==> config.mk <==
export PLATFORM = sky130hd
export DESIGN_NAME = wbps_cell
export DESIGN_NICKNAME = d
export VERILOG_FILES = /design/src/rtl/wbps_pkg.sv /design/src/rtl/wbps_cell.sv
export SDC_FILE = /design/constraint.sdc
export NUM_CORES = 1
export LEC_CHECK = 0
export BUFFER_PORTS_ARGS = -buffer_cell sky130_fd_sc_hd__buf_2
export CORE_UTILIZATION = 30
export DETAILED_ROUTE_END_ITERATION = 6
export HOLD_SLACK_MARGIN = 0.02
export PLACE_DENSITY = 0.66
export SETUP_SLACK_MARGIN = 0.05
export SLEW_MARGIN = 5
export SYNTH_ARGS = -nofsm -noshare
export SYNTH_HDL_FRONTEND = slang
export SYNTH_SLANG_ARGS = --single-unit
export TNS_END_PERCENT = 1
==> constraint.sdc <==
create_clock -name clk -period 1.25 [get_ports clk]
set_input_delay 0.3125 -clock clk [delete_from_list [all_inputs] [get_ports clk]]
set_output_delay 0.3125 -clock clk [all_outputs]
set_load 0.005 [all_outputs]
==> src/rtl/wbps_pkg.sv <==
// Shared constants, command codes and cell control type for the wildcard byte pattern scanner.
package wbps_pkg;

  localparam int MAX_PATTERN = 256;
  localparam int ADDR_BITS   = 48;
  localparam int LEN_W       = 9;
  localparam int BYTE_W      = 8;
  localparam int GROUP_SIZE  = 16;

  typedef enum logic [1:0] {
    CMD_LOAD    = 2'd0,
    CMD_DATA    = 2'd1,
    CMD_RESTART = 2'd2
  } cmd_t;

  typedef struct packed {
    logic              shift;
    logic              rotate;
    logic              load;
    logic [BYTE_W-1:0] load_byte;
    logic              load_care;
  } cell_ctl_t;

endpackage

==> src/rtl/wbps_cell.sv <==
// One scanner cell: a window byte, a rotating pattern entry and its registered compare result.
module wbps_cell (
  input  logic                        clk,
  input  wbps_pkg::cell_ctl_t         ctl,
  input  logic                        sel,
  input  logic                        active,
  input  logic [wbps_pkg::BYTE_W-1:0] win_in,
  input  logic [wbps_pkg::BYTE_W-1:0] pat_in,
  input  logic                        care_in,
  output logic [wbps_pkg::BYTE_W-1:0] win_q,
  output logic [wbps_pkg::BYTE_W-1:0] pat_q,
  output logic                        care_q,
  output logic                        hit_q
);

  logic [wbps_pkg::BYTE_W-1:0] win_r;
  logic [wbps_pkg::BYTE_W-1:0] pat_r;
  logic                        care_r;
  logic                        hit_r;
  logic                        hit_nxt;

  assign hit_nxt = !active || !care_r || (win_in == pat_r);

  always_ff @(posedge clk) begin
    if (ctl.shift) begin
      win_r <= win_in;
      hit_r <= hit_nxt;
    end
    if (ctl.rotate) begin
      pat_r  <= pat_in;
      care_r <= care_in;
    end else if (ctl.load && sel) begin
      pat_r  <= ctl.load_byte;
      care_r <= ctl.load_care;
    end
  end

  assign win_q  = win_r;
  assign pat_q  = pat_r;
  assign care_q = care_r;
  assign hit_q  = hit_r;

endmodule

Yosys cells after proc, flatten, opt, wreduce, memory -nomap -nowiden
Index checks and enable logic that the tools add are counted.
Cells by class
  equal/unequal tests: 1
  multiplexer cells: 4
  reductions and logical operators: 6
Operator list (count)
  8-bit two-way mux: 2
  8-bit equality test: 1
  1-bit logical NOT: 2
  1-bit logical OR: 2
  1-bit two-way mux: 2
  2-bit nonzero test: 1
  1-bit logical AND: 1
Word-level totals
  input port bits: 32
  register bits: 18

Longest topological paths before layout
Gate-level depths: netlist of run 1.
  word-level depth: 3
  depth in mapped cells: 3
  depth with buffers taken out: 3

Least setup slack after synthesis of run 1
No wires, ideal clock.
  kind: input -> register
  start point: input port ctl[10] (netlist bit)
  end point: register care_r (netlist: care_q), data pin
  library setup time: 0.260 ns
  stages on the path: 2
  arrival: 0.743 ns
  data required time: 0.990 ns
  buffers on the path: 1
  slack: 0.246 ns
  cell sequence: buf_6 > mux2_4
On the way
  word-level cells in the longest chain between the ends: 1
Ends and longest elaborated chain
  start: declaration: RTL line wbps_cell.sv:4  | input wbps_pkg::cell_ctl_t ctl,
  1-bit two-way mux: RTL line wbps_cell.sv:29  | if (ctl.rotate) begin
  end signal: assignment: RTL line wbps_cell.sv:31  | care_r <= care_in;
  end signal: assignment: RTL line wbps_cell.sv:34  | care_r <= ctl.load_care;
  end: declaration: RTL line wbps_cell.sv:18  | logic care_r;
No other way between the ends.
A chain may end at the register's enable or synchronous reset.

Worst setup path after layout of run 1
  start point: register pat_r (netlist bit pat_q[5])
  end point: output port pat_q[5] (netlist bit)
RTL lines
  start: declaration: RTL line wbps_cell.sv:17  | logic [wbps_pkg::BYTE_W-1:0] pat_r;
  start signal: assignment: RTL line wbps_cell.sv:30  | pat_r <= pat_in;
  start signal: assignment: RTL line wbps_cell.sv:33  | pat_r <= ctl.load_byte;
  end: declaration: RTL line wbps_cell.sv:11  | output logic [wbps_pkg::BYTE_W-1:0] pat_q,
No word-level cell between the ends.

==> results of run 1 <==
## registers in the layout, indices dropped and copies added (netlist names)
signal and cells:
win_q 8, pat_q 8, hit_q 1, care_q 1
## placed cells by master (no fill, tap or decap)
cell      netlist  layout
buf_4           0       3
o211ai_2        1       1
xnor2_1         8       8
mux2_4          9       9
nand4_1         2       2
buf_2           0      49
edfxtp_1       18      18
a21o_2          1       1
clkinv_1        0       1
clkbuf_4        0       3
## worst min-delay path by stage
| stage | to | slack, ns |
|---|---|---|
| after detailed placement | win_q[0] | 0.52 |
| final | win_q[0] | 0.22 |
| after floorplan | win_q[0] | 0.41 |
| after global placement | win_q[0] | 0.52 |
| after global routing | win_q[0] | 0.20 |
| after CTS | win_q[0] | 0.21 |
## layer usage
layer | GRT usage (%) | vias up | part of all wire [%]
li1 | - | 262 | -
met1 | 12.0 | 237 | 40
met2 | 16.5 | 31 | 50
met3 | 2.59 | 0 | 11
met4 | 6.58 | 0 | 0
met5 | 0 | - | 0
## power by group
group,internal [mW],switching (mW),total (mW)
sequential,0.732,0.0261,0.758
clock,0.116,0.171,0.287
combinational,0.147,0.0862,0.233
total,0.994,0.284,1.28
## logic make-up (layout without fill, tap and decap cells)
family	after synthesis	count (layout)	synth area share, %
buffers and inverters	1	56	1.42
AND/OR/NAND/NOR	2	2	1.58
XOR/XNOR	8	8	8.86
AO/OA/AOI/OAI	2	2	2.69
flip-flops	18	18	68.4
multiplexers	9	9	17.1
## cell type report
type | count | area [um2] | share of cell area, %
multi-input cells | 21 | 239 | 21.5
flip-flops and latches | 18 | 541 | 48.6
well taps | 30 | 37.5 | 3.38
repair buffers | 52 | 268 | 24.1
clock inverters | 1 | 3.75 | 0.338
clock buffers | 3 | 22.5 | 2.03
## per-stage QoR
step                instance area [um2]  power (mW)  utilization, %
detailed placement                 1060       0.995            42.9
floorplan                           791       0.875               -
CTS                                1090        1.28            43.9
global placement                   1060       0.988            42.9
finish                             1110        1.28            44.8
global route                       1110        1.35            44.8
## timing repair
item                       in CTS  in global routing
buffers inserted                0                  3
setup endpoints to repair       0                  9
gates resized for setup         0                  0
==> flow_metrics.py, run 1 <==
metrics = {
    "cells_and_area": {
        "nFillCells": 252,
        "nets": 128,
        "area_growth_pct": 40.5,
        "n_antenna_cell": 0,
        "fin_cells": 125,
        "drive_gt1_share_pct": 69.5,
    },
    "global_routing": {
        "grt_pass1_vias": 473,
        "grt.total_usage_pct": 10.3,
        "grt_antenna_before_repair": 0,
        "grt_remaining_overflow": 0,
        "grt_pass1_wl_um": 2010,
        "grt_max_degree": 11,
    },
    "setup_path": {
        "path_class": "reg -> out",
        "cpPeakStageDelay_ns": 0.43,
        "crit_arrival_ns": 0.87,
        "crit_cells": 1,
        "r2r_setup_slack_ns": 0.12,
        "critical_path_buf_inv_count": 1,
        "r2r_cells": 4,
        "setup.worst_path.end": "pat_q[5]",
        "cp.required_ns": 0.94,
        "r2r-end": "hit_q",
        "cp_top_family": "flip-flops",
        "slowest_stage": "edfxtp_1",
        "r2r-start": "pat_q[7]",
        "critPathLaunch": "pat_q[5]",
        "worstSetupEndpointType": "output pin",
        "cp-start-kind": "register",
        "path_cells": "buf_2",
        "critPathMaxFanout": 2,
    },
    "sta": {
        "clock.fmax_mhz": 847,
        "tightest_slew_ns": 0.305,
        "period_share_pct": 94.4,
        "final-hold-violation-count": 0,
        "max_slew_margin_pct": 79.7,
        "finalClockSkew_ns": 0.00860,
        "rsz0062_at_grt": "yes",
        "slew_viol_final": 0,
        "setup_viol": 0,
        "tns_ns": 0,
        "holdWs_ns": 0.216,
        "post-route-min-period_ns": 1.18,
        "setup_slack_ns": 0.0695,
    },
    "yosys": {
        "syn_area_um2": 791,
        "yosysTopAreaCell": "edfxtp_1",
        "synthArstFlopShare_pct": 0,
        "synth_cells": 40,
        "synth-seq-cells": 18,
        "yosysTopAreaCellShare_pct": 68.4,
        "postSynthAreaPerCell_um2": 19.8,
        "synth.area.top_cells": "edfxtp_1, mux2_4, xnor2_1",
        "synthTopCellsByCount": "edfxtp_1, mux2_4, xnor2_1",
        "synth_ff_type": "edfxtp_1",
        "yosysUniqueCellTypes": 7,
        "synth-edff-count": 18,
        "seq_area_frac_synth_pct": 68.4,
        "yosysMostFrequentCell": "edfxtp_1",
        "syn-num-nets": 72,
        "yosysWarnings": 0,
    },
    "clock_tree": {
        "hold_buffers": 0,
        "clock_path_buffers": 2,
        "clkSlewWorstSetupHoldPaths_ns": 0.10,
        "cts_max_level": 1,
        "clock_sinks": 18,
        "cts_buffers": 3,
        "clk_latency_ns": 0.29,
        "ctsRootBufferMaster": "clkbuf_4",
        "cts_tree": "built",
    },
    "place": {
        "port_buffers": 49,
        "post-place-cells": 118,
        "preCtsSetupSlack_ns": 0.0576,
        "dp_hpwl_um": 1160,
        "gp_congestion": 0.619,
    },
    "detailed_routing": {
        "drt_pass1_iterations": 2,
        "antenna_left": 0,
        "wl_per_cell_um": 11.0,
        "drt_iter0_markers": 1,
        "num_vias": 530,
        "viasPerCell": 4.24,
        "wl_um": 1370,
        "drc": 0,
    },
    "status": {
        "outcome": "finished, final reports clean",
    },
    "floorplan": {
        "coreArea_um2": 2480,
        "ios": 50,
        "fp.dieH_um": 53.3,
        "rows": 18,
        "die_w_um": 53.3,
        "die_area_um2": 2850,
        "start_util_pct": 31.9,
    },
    "power_and_ir_drop": {
        "ir_worst_vdd_mv": 0.486,
        "p_leak_nw": 0.501,
        "power.density_nw_per_um2": 1150,
    },
    "worst_hold_path": {
        "holdCritStartpoint": "win_in[0]",
        "hp-class": "in -> reg",
        "min_path_cells": 1,
    },
    "flow_run": {
        "maxCapViolations": 0,
    },
}
Power figures use the tool's default switching activity.
==> inputs of run 2 (changes only) <==
--- a/config.mk
+++ b/config.mk
@@ -10,6 +10,7 @@
 export DETAILED_ROUTE_END_ITERATION = 6
 export HOLD_SLACK_MARGIN = 0.02
 export PLACE_DENSITY = 0.66
+export RECOVER_POWER = 50
 export SETUP_SLACK_MARGIN = 0.05
 export SLEW_MARGIN = 5
 export SYNTH_ARGS = -nofsm -noshare
==> flow_metrics.py, run 2 (same netlist as run 1, synthesis figures left out) <==
metrics = {
    "global_routing": {
        "grt_antenna_before_repair": 0,
        "grt.total_usage_pct": 10.3,
        "grt_pass1_vias": 473,
        "grt_pass1_wl_um": 2010,
        "grt_max_degree": 11,
        "grt_remaining_overflow": 0,
    },
    "sta": {
        "setup_viol": 0,
        "slew_viol_final": 0,
        "final-hold-violation-count": 0,
        "period_share_pct": 94.4,
        "tightest_slew_ns": 0.573,
        "post-route-min-period_ns": 1.18,
        "finalClockSkew_ns": 0.00811,
        "max_slew_margin_pct": 61.8,
        "rsz0062_at_grt": "yes",
        "clock.fmax_mhz": 848,
        "tns_ns": 0,
    },
    "clock_tree": {
        "clock_sinks": 18,
        "cts.repair.resized": 0,
        "ctsRootBufferMaster": "clkbuf_4",
        "postCtsSetupRepairBufs": 0,
        "cts_tree": "built",
        "cts_max_level": 1,
        "clkSlewWorstSetupHoldPaths_ns": 0.10,
        "clk_latency_ns": 0.29,
        "cts_buffers": 3,
        "hold_buffers": 0,
        "clock_path_buffers": 2,
    },
    "detailed_routing": {
        "drt_pass1_iterations": 2,
        "viasPerCell": 4.23,
        "antenna_left": 0,
        "num_vias": 529,
        "wl_um": 1390,
        "drc": 0,
        "wl_per_cell_um": 11.1,
        "drt_iter0_markers": 2,
    },
    "worst_hold_path": {
        "min_path_cells": 1,
        "holdCritStartpoint": "win_in[0]",
        "hp-class": "in -> reg",
        "min_delay_worst_endpoint": "win_q[0]",
    },
    "power_and_ir_drop": {
        "clkPwrFrac_pct": 22.8,
        "sw_frac_of_total_pct": 22.3,
        "power.density_nw_per_um2": 1170,
        "seq_power_share_pct": 60.3,
        "p_sw_uw": 281,
        "intPower_uw": 975,
        "p_leak_nw": 0.447,
        "ir_worst_vdd_mv": 0.479,
        "totalPowerFinal_mw": 1.26,
        "pwr-share-comb_pct": 16.9,
    },
    "place": {
        "dp_hpwl_um": 1160,
        "port_buffers": 49,
        "gp_congestion": 0.619,
    },
    "setup_path": {
        "r2r_cells": 4,
        "path_class": "reg -> out",
        "cpPeakStageDelay_ns": 0.43,
        "crit_arrival_ns": 0.87,
        "cp_top_family": "flip-flops",
        "cp.required_ns": 0.94,
        "slowest_stage": "edfxtp_1",
        "path_cells": "buf_2",
        "r2r-end": "hit_q",
        "critPathMaxFanout": 2,
        "r2r_setup_slack_ns": 0.12,
        "cp-start-kind": "register",
        "critical_path_buf_inv_count": 1,
        "r2r-start": "pat_q[7]",
        "worstSetupEndpointType": "output pin",
    },
    "status": {
        "outcome": "finished, final reports clean",
    },
    "floorplan": {
        "die_w_um": 53.3,
        "ios": 50,
        "rows": 18,
        "fp.dieH_um": 53.3,
        "die_area_um2": 2850,
        "start_util_pct": 31.9,
        "coreArea_um2": 2480,
    },
    "cells_and_area": {
        "final_common_cell": "buf_2",
        "area_growth_pct": 35.8,
        "layout_common_cells": "buf_2, edfxtp_1, clkbuf_1",
        "nets": 128,
        "nFillCells": 260,
        "drive_gt1_share_pct": 52.6,
        "n_antenna_cell": 0,
    },
    "flow_run": {
        "maxCapViolations": 0,
    },
}
-- run 2: changes by cell type in the layout (fill, tap and decap cells not counted) --
cell / before / now
buf_2: 49 / 40
clkbuf_1: 0 / 9
mux2_1: 0 / 7
mux2_4: 9 / 2
-- run 2: cell type report --
cell class | count | area [um2] | share of cell area [%]
Sequential cell | 18 | 541 | 50.3
Clock buffer | 3 | 22.5 | 2.10
Tap cell | 30 | 37.5 | 3.50
Multi-Input combinational cell | 21 | 213 | 19.8
Timing Repair Buffer | 52 | 256 | 23.9
Clock inverter | 1 | 3.75 | 0.350
-- run 2: stage by stage --
step	cells	utilization, %	hold WS (ns)	area (um2)	setup WS (ns)
final	125	43.3	0.217	1070	0.0705
after global routing	125	43.3	0.196	1070	0.0282
after CTS	122	43.9	0.208	1090	0.0512
after detailed placement	118	42.9	0.519	1060	0.0576
after global placement	118	42.9	0.519	1060	0.0799
after floorplan	40	-	0.411	791	0.246
-- run 2: power by group through the flow --
stage               logic [mW]  clock network (mW)  registers, mW
floorplan               0.0946                   0          0.781
detailed placement       0.219                   0          0.776
global route             0.237               0.329          0.765
global placement         0.215                   0          0.773
CTS                      0.220               0.302          0.762
finish                   0.212               0.286          0.758
-- run 2: worst max-delay path by stage --
stage	from	to	slack, ns	depth (start not counted)
3_5_place_dp	ctl[10]	pat_q[0]	0.06	2
2_1_floorplan	ctl[10]	care_q	0.25	2
6_report	pat_q[5]	pat_q[5]	0.07	1
5_1_grt	pat_q[3]	pat_q[3]	0.03	1
4_1_cts	pat_q[5]	pat_q[5]	0.05	1
3_3_place_gp	ctl[10]	pat_q[0]	0.08	2
-- run 2: per-layer routing --
metal	global-route usage, %	part of all wire (%)	wire length (um)
met5	0	0	0
met4	6.58	0	0
met3	2.59	11	146
met2	16.5	49	681
met1	12.0	40	560
==> inputs of run 3 (changes only) <==
--- a/config.mk
+++ b/config.mk
@@ -6,10 +6,10 @@
 export NUM_CORES = 1
 export LEC_CHECK = 0
 export BUFFER_PORTS_ARGS = -buffer_cell sky130_fd_sc_hd__buf_2
-export CORE_UTILIZATION = 30
+export CORE_UTILIZATION = 41
 export DETAILED_ROUTE_END_ITERATION = 6
 export HOLD_SLACK_MARGIN = 0.02
-export PLACE_DENSITY = 0.66
+export PLACE_DENSITY = 0.84
 export RECOVER_POWER = 50
 export SETUP_SLACK_MARGIN = 0.05
 export SLEW_MARGIN = 5
==> flow_metrics.py, run 3 (same netlist as run 1, synthesis figures left out) <==
metrics = {
    "detailed_routing": {
        "antenna_left": 0,
        "drc": 0,
        "viasPerCell": 4.50,
        "drt_pass1_iterations": 3,
        "num_vias": 526,
        "wl_um": 1290,
        "drt_iter0_markers": 4,
        "wl_per_cell_um": 11.1,
    },
    "sta": {
        "tns_ns": 0,
        "clock.fmax_mhz": 861,
        "max_slew_margin_pct": 59.8,
        "period_share_pct": 92.9,
        "setup_viol": 0,
        "final-hold-violation-count": 0,
        "finalClockSkew_ns": 0.00194,
        "rsz0062_at_grt": "no",
        "slew_viol_final": 0,
        "post-route-min-period_ns": 1.16,
        "tightest_slew_ns": 0.604,
    },
    "power_and_ir_drop": {
        "power.density_nw_per_um2": 1170,
        "ir_worst_vdd_mv": 0.449,
        "p_leak_nw": 0.446,
        "totalPowerFinal_mw": 1.24,
    },
    "setup_path": {
        "crit_cells": 1,
        "worstSetupEndpointType": "output pin",
        "critical_path_buf_inv_count": 1,
        "path_class": "reg -> out",
        "r2r_cells": 3,
        "cp_top_family": "flip-flops",
        "slowest_stage": "edfxtp_1",
        "path_cells": "buf_2",
        "critPathMaxFanout": 2,
        "cp-start-kind": "register",
        "cp.required_ns": 0.94,
        "cpPeakStageDelay_ns": 0.42,
        "crit_arrival_ns": 0.85,
    },
    "clock_tree": {
        "cts.repair.resized": 0,
        "postCtsSetupRepairBufs": 0,
        "cts_tree": "built",
        "clk_latency_ns": 0.28,
        "cts_max_level": 1,
        "cts_buffers": 3,
        "hold_buffers": 0,
        "clock_sinks": 18,
        "clock_path_buffers": 2,
        "ctsRootBufferMaster": "clkbuf_4",
        "clkSlewWorstSetupHoldPaths_ns": 0.10,
    },
    "global_routing": {
        "grt_pass1_vias": 461,
        "grt_remaining_overflow": 0,
        "grt_antenna_before_repair": 0,
        "grt.total_usage_pct": 12.7,
        "grt_pass1_wl_um": 1880,
        "grt_max_degree": 11,
    },
    "place": {
        "port_buffers": 49,
        "gp_congestion": 0.676,
    },
    "floorplan": {
        "start_util_pct": 44.8,
        "rows": 15,
        "fp.dieH_um": 45.9,
        "die_w_um": 45.9,
        "ios": 50,
        "die_area_um2": 2110,
        "coreArea_um2": 1760,
    },
    "worst_hold_path": {
        "min_path_cells": 1,
        "hp-class": "in -> reg",
    },
    "status": {
        "outcome": "finished, final reports clean",
    },
    "cells_and_area": {
        "area_growth_pct": 33.9,
        "layout_common_cells": "buf_2, edfxtp_1, clkbuf_1",
        "final_common_cell": "buf_2",
        "n_antenna_cell": 0,
        "nets": 125,
        "drive_gt1_share_pct": 54.3,
    },
    "flow_run": {
        "maxCapViolations": 0,
    },
}
-- run 3: cell count changes in the layout (fill, tap and decap cells not counted) --
cell      before  now
buf_2         40   39
buf_4          3    0
clkbuf_1       9   10
mux2_1         7    3
mux2_4         2    6
-- run 3: routing by layer --
metal | track usage (%) | part of all wire, %
met1 | 15.2 | 39
met4 | 7.06 | 1.3
met3 | 1.59 | 9.4
met5 | 0 | 0
met2 | 21.7 | 50
-- run 3: worst reg2reg max path: cells and delay by family, from the launching register on --
family,cells,cell delay (ns)
xor gates and xnor gates,1,0.20
DFF,1,0.42
AOI/OAI and AO/OA,1,0.16
and+or+nand+nor,1,0.15
-- run 3: worst paths after layout --
| check | start | end | slack (ns) |
|---|---|---|---|
| max | pat_q[1] | pat_q[1] | 0.09 |
| min reg2reg | care_q | hit_q | 0.62 |
| max reg2reg | pat_q[1] | hit_q | 0.17 |
| min | win_in[3] | win_q[3] | 0.26 |
-- run 3: report_power, final --
part | internal, mW | leakage (nW) | switching [mW]
sequential | 0.732 | 0.177 | 0.0252
clock | 0.116 | 0.0154 | 0.161
combinational | 0.124 | 0.253 | 0.0839
-- run 3: cell type report --
cell class | count | area, um2
Fill cell | 162 | 706
Sequential cell | 18 | 541
Timing Repair Buffer | 49 | 233
Multi-Input combinational cell | 21 | 228
Tap cell | 25 | 31.3
Clock buffer | 3 | 22.5
Clock inverter | 1 | 3.75
-- run 3: per-stage QoR --
| stage | std cells | setup slack, ns | hold WS (ns) | util (%) | cell area [um2] |
|---|---|---|---|---|---|
| after detailed placement | 113 | 0.0843 | 0.519 | 59.9 | 1060 |
| after CTS | 117 | 0.0856 | 0.228 | 61.3 | 1080 |
| after global placement | 113 | 0.0947 | 0.518 | 59.9 | 1060 |
| after global routing | 117 | 0.0501 | 0.249 | 60.0 | 1060 |
| final | 117 | 0.0884 | 0.255 | 60.0 | 1060 |
| after floorplan | 40 | 0.246 | 0.411 | - | 791 |
